**src/rtl/core/sha1_pkg.sv**
```systemverilog
// Shared types, constants and round functions for the SHA-1 hash core.
package sha1_pkg;

    localparam int unsigned ROUND_W = 7;
    localparam logic [ROUND_W-1:0] LAST_ROUND = 7'd79;
    localparam logic [ROUND_W-1:0] SCHED_ROUNDS = 7'd16;

    localparam logic [31:0] SHA1_IV0 = 32'h67452301;
    localparam logic [31:0] SHA1_IV1 = 32'hEFCDAB89;
    localparam logic [31:0] SHA1_IV2 = 32'h98BADCFE;
    localparam logic [31:0] SHA1_IV3 = 32'h10325476;
    localparam logic [31:0] SHA1_IV4 = 32'hC3D2E1F0;

    localparam logic [31:0] SHA1_K0 = 32'h5A827999;
    localparam logic [31:0] SHA1_K1 = 32'h6ED9EBA1;
    localparam logic [31:0] SHA1_K2 = 32'h8F1BBCDC;
    localparam logic [31:0] SHA1_K3 = 32'hCA62C1D6;

    typedef struct packed {
        logic [31:0] data_word;
        logic [2:0]  bytes_valid;
        logic        last_word;
    } sha1_in_t;

    typedef struct packed {
        logic [31:0] digest_h0;
        logic [31:0] digest_h1;
        logic [31:0] digest_h2;
        logic [31:0] digest_h3;
        logic [31:0] digest_h4;
    } sha1_out_t;

    // Control from the sequencer to the round unit
    typedef struct packed {
        logic init;     // load working vars from the chaining value
        logic step;     // run one round
        logic fold;     // add working vars into the chaining value
        logic iv_load;  // restore the initial chaining value
    } sha1_round_ctrl_t;

    // Control from the sequencer to the message schedule
    typedef struct packed {
        logic load;     // shift in a message word
        logic step;     // shift in the schedule word of the current round
        logic early;    // current round is one of the first sixteen
    } sha1_sched_ctrl_t;

    function automatic logic [31:0] round_k(input logic [ROUND_W-1:0] rnd);
        logic [31:0] k;
        if (rnd < 7'd20) begin
            k = SHA1_K0;
        end else if (rnd < 7'd40) begin
            k = SHA1_K1;
        end else if (rnd < 7'd60) begin
            k = SHA1_K2;
        end else begin
            k = SHA1_K3;
        end
        return k;
    endfunction

    function automatic logic [31:0] round_f(input logic [ROUND_W-1:0] rnd,
                                            input logic [31:0] b,
                                            input logic [31:0] c,
                                            input logic [31:0] d);
        logic [31:0] f;
        if (rnd < 7'd20) begin
            f = (b & c) | (~b & d);
        end else if (rnd < 7'd40) begin
            f = b ^ c ^ d;
        end else if (rnd < 7'd60) begin
            f = (b & c) | (b & d) | (c & d);
        end else begin
            f = b ^ c ^ d;
        end
        return f;
    endfunction

endpackage

```
**src/rtl/core/sha1_sched.sv**
```systemverilog
// Message block buffer and 16-word schedule window as one shift line.
module sha1_sched
    import sha1_pkg::*;
(
    input  logic             aclk,
    input  sha1_sched_ctrl_t ctrl,
    input  logic [31:0]      load_word,
    output logic [31:0]      w_word
);

    logic [31:0] win_reg [16];
    logic [31:0] mix;

    // win_reg[0] holds W[t-16], win_reg[15] holds W[t-1]
    assign mix = win_reg[13] ^ win_reg[8] ^ win_reg[2] ^ win_reg[0];
    assign w_word = ctrl.early ? win_reg[0] : {mix[30:0], mix[31]};

    always_ff @(posedge aclk) begin
        if (ctrl.load || ctrl.step) begin
            for (int i = 0; i < 15; i++) begin
                win_reg[i] <= win_reg[i+1];
            end
            win_reg[15] <= ctrl.load ? load_word : w_word;
        end
    end

endmodule

```
**src/rtl/core/sha1_round.sv**
```systemverilog
// SHA-1 round unit: working variables, chaining value and the shared round adder.
module sha1_round
    import sha1_pkg::*;
(
    input  logic               aclk,
    input  logic               aresetn,
    input  sha1_round_ctrl_t   ctrl,
    input  logic [ROUND_W-1:0] rnd,
    input  logic [31:0]        w_word,
    output sha1_out_t          chain
);

    logic [31:0] a_reg, b_reg, c_reg, d_reg, e_reg;
    logic [31:0] h0_reg, h1_reg, h2_reg, h3_reg, h4_reg;
    logic [31:0] temp;

    assign temp = {a_reg[26:0], a_reg[31:27]} + round_f(rnd, b_reg, c_reg, d_reg)
                + e_reg + w_word + round_k(rnd);

    always_ff @(posedge aclk) begin
        if (!aresetn) begin
            a_reg <= '0;
            b_reg <= '0;
            c_reg <= '0;
            d_reg <= '0;
            e_reg <= '0;
        end else if (ctrl.init) begin
            a_reg <= h0_reg;
            b_reg <= h1_reg;
            c_reg <= h2_reg;
            d_reg <= h3_reg;
            e_reg <= h4_reg;
        end else if (ctrl.step) begin
            a_reg <= temp;
            b_reg <= a_reg;
            c_reg <= {b_reg[1:0], b_reg[31:2]};
            d_reg <= c_reg;
            e_reg <= d_reg;
        end
    end

    always_ff @(posedge aclk) begin
        if (!aresetn || ctrl.iv_load) begin
            h0_reg <= SHA1_IV0;
            h1_reg <= SHA1_IV1;
            h2_reg <= SHA1_IV2;
            h3_reg <= SHA1_IV3;
            h4_reg <= SHA1_IV4;
        end else if (ctrl.fold) begin
            h0_reg <= h0_reg + a_reg;
            h1_reg <= h1_reg + b_reg;
            h2_reg <= h2_reg + c_reg;
            h3_reg <= h3_reg + d_reg;
            h4_reg <= h4_reg + e_reg;
        end
    end

    assign chain.digest_h0 = h0_reg;
    assign chain.digest_h1 = h1_reg;
    assign chain.digest_h2 = h2_reg;
    assign chain.digest_h3 = h3_reg;
    assign chain.digest_h4 = h4_reg;

endmodule

```
**src/rtl/core/sha1_hash_core.sv**
```systemverilog
// A word that completes a block starts a compression: init, 80 rounds at one per cycle
// in the shared round adder, then fold.
// A last word adds padding, one or two compressions and a handoff of the digest.
// Input words are not accepted while a 64-byte block is padded or compressed.
// Reset: synchronous, active low; restores the initial chaining value and clears
// the length, fill position and result valid. Buffer contents are not cleared.
module sha1_hash_core
    import sha1_pkg::*;
(
    input  logic      aclk,
    input  logic      aresetn,
    input  logic      s_valid,
    output logic      s_ready,
    input  sha1_in_t  s_data,
    output logic      m_valid,
    input  logic      m_ready,
    output sha1_out_t m_data
);

    localparam logic [3:0] ST_IDLE   = 4'd0;
    localparam logic [3:0] ST_PAD    = 4'd1;
    localparam logic [3:0] ST_ZERO   = 4'd2;
    localparam logic [3:0] ST_LEN_HI = 4'd3;
    localparam logic [3:0] ST_LEN_LO = 4'd4;
    localparam logic [3:0] ST_CINIT  = 4'd5;
    localparam logic [3:0] ST_COMP   = 4'd6;
    localparam logic [3:0] ST_FOLD   = 4'd7;
    localparam logic [3:0] ST_DONE   = 4'd8;

    logic [3:0]         state_reg, state_next;
    logic [3:0]         post_reg, post_next;
    logic [ROUND_W-1:0] round_reg, round_next;
    logic [3:0]         word_index_reg, word_index_next;
    logic [1:0]         lane_reg, lane_next;
    logic [31:0]        acc_reg, acc_next;
    logic [63:0]        bit_length_reg, bit_length_next;
    logic               m_valid_reg;
    sha1_out_t          m_data_reg;

    logic               accept;
    logic               out_free;
    logic [2:0]         nb;
    logic [2:0]         total;
    logic [31:0]        data_masked;
    logic [63:0]        merged;
    logic               push_en;
    logic [31:0]        push_word;
    sha1_round_ctrl_t   round_ctrl;
    sha1_sched_ctrl_t   sched_ctrl;
    logic [31:0]        w_word;
    sha1_out_t          chain_value;

    assign s_ready  = (state_reg == ST_IDLE);
    assign accept   = s_valid && s_ready;
    assign out_free = !m_valid_reg || m_ready;

    // byte packing: append the leading valid bytes behind the partial word
    assign nb          = (s_data.bytes_valid > 3'd4) ? 3'd4 : s_data.bytes_valid;
    assign data_masked = s_data.data_word & ~(32'hFFFFFFFF >> {nb, 3'b000});
    assign merged      = {acc_reg, 32'h0} | ({data_masked, 32'h0} >> {lane_reg, 3'b000});
    assign total       = {1'b0, lane_reg} + nb;

    always_comb begin
        state_next      = state_reg;
        post_next       = post_reg;
        round_next      = round_reg;
        word_index_next = word_index_reg;
        lane_next       = lane_reg;
        acc_next        = acc_reg;
        bit_length_next = bit_length_reg;
        push_en         = 1'b0;
        push_word       = '0;
        round_ctrl      = '0;
        sched_ctrl      = '0;

        case (state_reg)
            ST_IDLE: begin
                if (accept) begin
                    bit_length_next = bit_length_reg + {58'h0, nb, 3'b000};
                    lane_next       = total[1:0];
                    if (total[2]) begin
                        push_en   = 1'b1;
                        push_word = merged[63:32];
                        acc_next  = merged[31:0];
                    end else begin
                        acc_next = merged[63:32];
                    end
                    if (total[2] && word_index_reg == 4'd15) begin
                        state_next = ST_CINIT;
                        post_next  = s_data.last_word ? ST_PAD : ST_IDLE;
                    end else if (s_data.last_word) begin
                        state_next = ST_PAD;
                    end
                end
            end
            ST_PAD: begin
                // marker byte right behind the message, rest of the word zero
                push_en    = 1'b1;
                push_word  = acc_reg | (32'h80000000 >> {lane_reg, 3'b000});
                acc_next   = '0;
                lane_next  = '0;
                if (word_index_reg == 4'd15) begin
                    state_next = ST_CINIT;
                    post_next  = ST_ZERO;
                end else begin
                    state_next = ST_ZERO;
                end
            end
            ST_ZERO: begin
                if (word_index_reg == 4'd14) begin
                    state_next = ST_LEN_HI;
                end else begin
                    push_en = 1'b1;
                    if (word_index_reg == 4'd15) begin
                        state_next = ST_CINIT;
                        post_next  = ST_ZERO;
                    end
                end
            end
            ST_LEN_HI: begin
                push_en    = 1'b1;
                push_word  = bit_length_reg[63:32];
                state_next = ST_LEN_LO;
            end
            ST_LEN_LO: begin
                push_en    = 1'b1;
                push_word  = bit_length_reg[31:0];
                state_next = ST_CINIT;
                post_next  = ST_DONE;
            end
            ST_CINIT: begin
                round_ctrl.init = 1'b1;
                round_next      = '0;
                state_next      = ST_COMP;
            end
            ST_COMP: begin
                round_ctrl.step  = 1'b1;
                sched_ctrl.step  = 1'b1;
                sched_ctrl.early = (round_reg < SCHED_ROUNDS);
                if (round_reg == LAST_ROUND) begin
                    round_next = '0;
                    state_next = ST_FOLD;
                end else begin
                    round_next = round_reg + 7'd1;
                end
            end
            ST_FOLD: begin
                round_ctrl.fold = 1'b1;
                state_next      = post_reg;
            end
            ST_DONE: begin
                if (out_free) begin
                    round_ctrl.iv_load = 1'b1;
                    bit_length_next    = '0;
                    word_index_next    = '0;
                    lane_next          = '0;
                    acc_next           = '0;
                    state_next         = ST_IDLE;
                end
            end
            default: begin
                state_next = ST_IDLE;
            end
        endcase

        sched_ctrl.load = push_en;
        if (push_en) begin
            word_index_next = word_index_reg + 4'd1;
        end
    end

    always_ff @(posedge aclk) begin
        if (!aresetn) begin
            state_reg      <= ST_IDLE;
            post_reg       <= ST_IDLE;
            round_reg      <= '0;
            word_index_reg <= '0;
            lane_reg       <= '0;
            acc_reg        <= '0;
            bit_length_reg <= '0;
        end else begin
            state_reg      <= state_next;
            post_reg       <= post_next;
            round_reg      <= round_next;
            word_index_reg <= word_index_next;
            lane_reg       <= lane_next;
            acc_reg        <= acc_next;
            bit_length_reg <= bit_length_next;
        end
    end

    // result register
    always_ff @(posedge aclk) begin
        if (!aresetn) begin
            m_valid_reg <= 1'b0;
        end else if (state_reg == ST_DONE && out_free) begin
            m_valid_reg <= 1'b1;
        end else if (m_ready) begin
            m_valid_reg <= 1'b0;
        end
    end

    always_ff @(posedge aclk) begin
        if (state_reg == ST_DONE && out_free) begin
            m_data_reg <= chain_value;
        end
    end

    assign m_valid = m_valid_reg;
    assign m_data  = m_data_reg;

    sha1_sched u_sched (
        .aclk      (aclk),
        .ctrl      (sched_ctrl),
        .load_word (push_word),
        .w_word    (w_word)
    );

    sha1_round u_round (
        .aclk    (aclk),
        .aresetn (aresetn),
        .ctrl    (round_ctrl),
        .rnd     (round_reg),
        .w_word  (w_word),
        .chain   (chain_value)
    );

    // a new result only comes out of the finish state
    assert property (@(posedge aclk) disable iff (!aresetn)
        $rose(m_valid_reg) |-> $past(state_reg == ST_DONE))
        else $error("result valid raised outside finish state");

    // compression only starts on a block boundary
    assert property (@(posedge aclk) disable iff (!aresetn)
        (state_reg == ST_CINIT || state_reg == ST_COMP) |-> word_index_reg == 4'd0)
        else $error("compression started with a partial block");

    // rounds advance by one per cycle while compressing
    assert property (@(posedge aclk) disable iff (!aresetn)
        (state_reg == ST_COMP && round_reg != LAST_ROUND) |=>
            (state_reg == ST_COMP && round_reg == $past(round_reg) + 7'd1))
        else $error("round counter skipped");

    // chaining value is back at its initial value after a digest is handed off
    assert property (@(posedge aclk) disable iff (!aresetn)
        (state_reg == ST_DONE && out_free) |=>
            (chain_value.digest_h0 == SHA1_IV0 && chain_value.digest_h1 == SHA1_IV1 &&
             chain_value.digest_h2 == SHA1_IV2 && chain_value.digest_h3 == SHA1_IV3 &&
             chain_value.digest_h4 == SHA1_IV4))
        else $error("chaining value not restored after digest");

endmodule
```
**config.mk**
```make
export PLATFORM = sky130hd
export DESIGN_NAME = sha1_hash_core
export DESIGN_NICKNAME = d
export VERILOG_FILES = /design/src/rtl/core/sha1_pkg.sv /design/src/rtl/core/sha1_sched.sv /design/src/rtl/core/sha1_round.sv /design/src/rtl/core/sha1_hash_core.sv
export SDC_FILE = /design/constraint.sdc
export NUM_CORES = 2
export LEC_CHECK = 0
export ABC_AREA = 1
export BUFFER_PORTS_ARGS = -buffer_cell sky130_fd_sc_hd__buf_2
export CORE_MARGIN = 2
export CORE_UTILIZATION = 55
export DETAILED_ROUTE_END_ITERATION = 8
export PLACE_DENSITY_LB_ADDON = 0.2
export SYNTH_ARGS = -nofsm -noshare
export SYNTH_HDL_FRONTEND = slang
export SYNTH_SLANG_ARGS = --single-unit
```
**constraint.sdc**
```tcl
create_clock -name aclk -period 18 [get_ports aclk]
set_input_delay 0.9 -clock aclk [delete_from_list [all_inputs] [get_ports aclk]]
set_output_delay 0.9 -clock aclk [all_outputs]
set_load 0.01 [all_outputs]
```
# ---- Yosys cells after proc, flatten, opt, wreduce, memory -nomap -nowiden
# Memory sizes are Yosys's and may differ from the RTL's.
# Index checks and enable logic that the tools add are counted.
dict set report word_totals {
  latch_bits 0
  mem_bits_ro 0
  wordCells 168
  ram_bits 512
  ff_bits 598
  mem_count 1
  in_bits 40
}
dict set report classes {
  eq_ne 18
  n_reduce_logical 23
  shift 3
  bitwise_logic 17
  muxes 65
  n_div 0
  addsub 13
  mul 0
  magnitude_cmp 5
}
# memory depth word_bits read_ports rd_ports_with_merged_regs write_ports line
set memory_table {}
lappend memory_table {u_sched.win_reg 16 32 16 0 16 sha1_sched.sv:11} ;# logic [31:0] win_reg [16];
# op n
set op_table {}
lappend op_table {{$mux 32} 22}
lappend op_table {{$add 32x32->32} 9}
lappend op_table {{$and 32x32->32} 5}
lappend op_table {{$xor 32x32->32} 5}
lappend op_table {{$mux 64} 2}
lappend op_table {{$or 32x32->32} 4}
lappend op_table {{$pmux 32 s4} 1}
lappend op_table {{$pmux 64 s2} 1}
lappend op_table {{$pmux 32 s3} 1}
lappend op_table {{$add 64x6->64} 1}
lappend op_table {{$not 32->32} 2}
lappend op_table {{$or 64x64->64} 1}
lappend op_table {{$shr 64x5->64} 1}
lappend op_table {{$mux 4} 13}
lappend op_table {{$pmux 4 s9} 1}
lappend op_table {{$shr 32x5->32 const A} 1}
lappend op_table {{$shr 32x6->32 const A} 1}
lappend op_table {{$mux 31} 1}
lappend op_table {{$eq 4x3->1 const B} 4}
lappend op_table {{$pmux 4 s4} 1}
lappend op_table {{$lt 7x5->1 const B} 2}
lappend op_table {{$lt 7x6->1 const B} 2}
lappend op_table {{$pmux 7 s2} 1}
lappend op_table {{$mux 1} 13}
lappend op_table {{other kinds (29)} 49}

# ---- Longest topological paths before layout
dict set report logic_depth {
  depth_word 12
  mapped_depth 28
}

# ---- Modules after synthesis
# Synthesis repeated with hierarchy kept, for this count alone.
dict set report hier_totals {
  cells_unflattened 7196
  hier_area_um2 60041.3
}
# module cells_per_inst area_each_um2 n_inst
set by_module_without_submodules {}
lappend by_module_without_submodules {sha1_round 4413 28488.6 1}
lappend by_module_without_submodules {sha1_sched 1169 18360.1 1}
lappend by_module_without_submodules {sha1_hash_core 1614 13192.7 1}

# ---- Worst setup path after synthesis
# Ideal clock, no wire load.
dict set report synth_timing {
  path_kind {input to register}
  start {in s_data[3] in the netlist's numbering}
  end {mem u_sched.win_reg[0][0], enable pin}
  t_arrival_ns 11.180
  stages 12
  setup_time_ns 3.655
  required_ns 14.345
  slack_ns 3.165
  cell_sequence {buf_2 -> buf_1 -> nor2_1 -> ha_1 -> fa_1 -> xor2_2 -> inv_1 -> nor2_4 -> inv_2 -> nand4_2 -> inv_2 -> nand2_1}
}
# item line
set synth_lines {}
lappend synth_lines {{from (decl)} sha1_hash_core.sv:14} ;# input sha1_in_t s_data,
lappend synth_lines {{to (decl)} sha1_sched.sv:11}

==> results.py <==
metrics = {
    "synthesis": {
        "synth_fp_nets": 6608,
        "ys_seq_area_frac": 0.507,
        "synth_ff_type": "edfxtp_1",
        "synth.distinct_cells": 64,
        "synth_edf_count": 672,
        "async_reset_ff_frac": 0,
        "avgSynthCellArea_sq_um": 9.16,
        "syn_inst": 6215,
        "ys_ff_latch": 1106,
        "syn-cell-area_sq_um": 56900,
        "ys_warn_count": 0,
    },
    "cts": {
        "postCtsSetupBuffers": 0,
        "h-tree-depth": 3,
        "cts_buffers": 113,
        "cts.hold.buffers_added": 0,
        "cts.sinks": 1106,
        "clkTransAtPathRegs_ps": 60,
        "clk_latency_ps": 770,
        "root_buffer": "clkbuf_16",
        "post_cts_resized": 0,
        "cts_tree": "built",
        "clockBufferDepth": 3,
    },
    "setup_path": {
        "slowest_stage": "buf_4",
        "crit_path_end_kind": "register",
        "crit_fanout": 221,
        "path_class": "input pin to register",
        "required_ps": 18360,
        "critPathArrivalTime_ps": 6860,
        "path_delay_family": "buffers and inverters",
        "worst-path-buf-inv": 7,
        "rrSetupSlack_ps": 11770,
        "cp_slowest_stage_delay_ps": 920,
        "crit_chain": "buf_2 > nor2_1 > ha_1 > fa_1 > xor2_2 > buf_4 > inv_1 > nor2_4 > inv_2 > nand4_2 > inv_2 > nand2_4 > buf_4 > buf_12",
        "reg2reg_depth": 12,
        "start_kind": "input pin",
        "timing.rr.start": "lane_reg[1]",
        "r2r_end": "u_sched.win_reg[1][242]",
    },
    "global_routing": {
        "grt_max_degree": 222,
        "grt_pass1_vias": 43200,
        "grt_overflow": 0,
        "grt_usage": 0.348,
        "grt_pass1_wl_mm": 278,
        "grt_antenna_before_repair": 8,
    },
    "layout": {
        "final_cell_mix": "nand2_1, inv_1, edfxtp_1, a21oi_1, o21ai_0",
        "drive_above_1_share": 0.0814,
        "largest_register_ffs": 512,
        "final_common_cell": "nand2_1",
        "num-fill-cells": 8889,
        "nets": 6753,
        "syn_to_final_growth_pct": 10.7,
    },
    "placement": {
        "place_congestion": 0.998,
        "place_hpwl_mm": 138,
        "io_buffers": 201,
    },
    "detailed_routing": {
        "firstDrtPassIters": 6,
        "drt-total-wl_mm": 188,
        "drt_iter0_markers": 5619,
        "via_per_inst": 5.98,
        "drtAntennaViolNets": 0,
        "wl_per_cell_um": 24.0,
        "vias": 46900,
        "route.detailed.drc": 0,
    },
    "worst_hold_path": {
        "worstHoldEndpoint": "u_sched.win_reg[1][59]",
        "min_from": "u_sched.win_reg[1][91]",
        "hold_class": "register to register",
        "worstHoldPathCells": 0,
    },
    "timing": {
        "min_period_ps": 6500,
        "rsz0062_at_grt": "no",
        "whs_ps": 381,
        "hold_violations": 0,
        "tns_ps": 0,
        "fmax_mhz": 154,
        "drv_slew": 0,
        "skew_ps": 67.4,
        "fin_crit_sh": 0.361,
        "finalSetupViolCount": 0,
        "tightest_slew_ps": 1330,
        "slew_headroom": 0.105,
    },
    "pwr": {
        "leakage_nw": 24.8,
        "ir_drop_mv": 0.0919,
        "power.density_nw_per_um2": 106,
    },
    "job": {
        "maxCapViolCount": 0,
    },
    "floorplan": {
        "die_h_um": 326,
        "initial_core_util": 0.553,
        "rows": 118,
        "core_sq_um": 103000,
        "fp.dieW_um": 326,
        "io_pins": 202,
        "die_area_sq_um": 106000,
    },
    "status": {
        "outcome": "finished, final reports clean",
    },
}
==> through the flow <==
stage / utilization / instance area, sq um / power [W] / worst slack [ps] / std cells
after global routing: 0.611 / 63000 / 0.00694 / 11030 / 7840
final: 0.611 / 63000 / 0.00668 / 11500 / 7842
after detailed placement: 0.575 / 59200 / 0.00431 / 10830 / 7625
after global placement: 0.575 / 59200 / 0.00429 / 11030 / 7625
after floorplan: - / 56900 / 0.00401 / 3160 / 6215
after CTS: 0.611 / 63000 / 0.00669 / 11650 / 7840
==> worst max-delay path by stage <==
stage | from | end | slack, ps | cells past startpoint
after floorplan | s_data[3] | u_sched.win_reg[0][0] | 3160 | 12
after global placement | s_data[3] | u_sched.win_reg[0][108] | 11030 | 14
after detailed placement | s_data[3] | u_sched.win_reg[0][146] | 10830 | 14
after CTS | s_data[3] | u_sched.win_reg[0][172] | 11650 | 14
after global routing | s_data[3] | u_sched.win_reg[1][11] | 11030 | 14
final | s_data[3] | u_sched.win_reg[1][242] | 11500 | 14
==> cells by family after synthesis <==
family                   Yosys count  synth area share
AND/OR/NAND/NOR                 2110             0.159
buffers and inverters            917            0.0615
flip-flops                      1106             0.507
adder cells (fa/ha/maj)          353            0.0942
AO/OA/AOI/OAI                   1585             0.156
XOR/XNOR                         144            0.0223
==> worst reg2reg max path: cells and delay by family (launching register included) <==
kind,cells,cell delay (ps)
xor+xnor,1,130
flops,1,290
fa+ha+maj,1,520
simple gates,3,1590
buf+inv,7,3170
==> power breakdown <==
group          internal (W)  switching [W]
logic              0.000331       0.000803
clock network       0.00133        0.00105
registers           0.00305       0.000113
==> layer usage <==
| metal | up-vias | track usage | share of wire |
|---|---|---|---|
| met2 | 2230 | 0.483 | 0.41 |
| li1 | 21800 | - | - |
| met4 | 10 | 0.134 | 0.043 |
| met1 | 22500 | 0.529 | 0.44 |
| met5 | - | 0 | 0.00033 |
| met3 | 427 | 0.0747 | 0.11 |
==> cell type report <==
class	count	area, sq um	share of cell area
antenna	2	5.00	0.0000794
clock buffer	146	3080	0.0488
clock inverter	69	712	0.0113
inverter	701	2650	0.0420
multi-input combinational	4192	24600	0.390
sequential	1106	28900	0.458
tap	1380	1730	0.0274
timing repair buffer	246	1380	0.0219
==> Yosys cell counts, types with 20 or more instances <==
cell type / number / area, sq um
o211ai_1: 33 / 248
o21bai_1: 20 / 150
a21oi_1: 653 / 3270
nand3_1: 295 / 1480
inv_1: 682 / 2560
ha_1: 227 / 2840
nor3_1: 85 / 425
buf_1: 20 / 75.1
fa_1: 126 / 2520
edfxtp_1: 672 / 20200
o21a_1: 26 / 195
clkbuf_1: 166 / 623
or2_2: 45 / 282
a21boi_0: 21 / 158
nand2_1: 1073 / 4030
buf_2: 26 / 130
nand4_1: 72 / 450
nor4_1: 24 / 150
xnor2_1: 51 / 447
a21o_1: 29 / 218
nor2_1: 467 / 1750
a31oi_1: 28 / 175
o221ai_1: 43 / 377
dfxtp_1: 434 / 8690
a221oi_1: 68 / 596
o21ai_0: 576 / 2880
o22ai_1: 39 / 244
xor2_1: 92 / 806
Power figures use the tool's default switching activity.
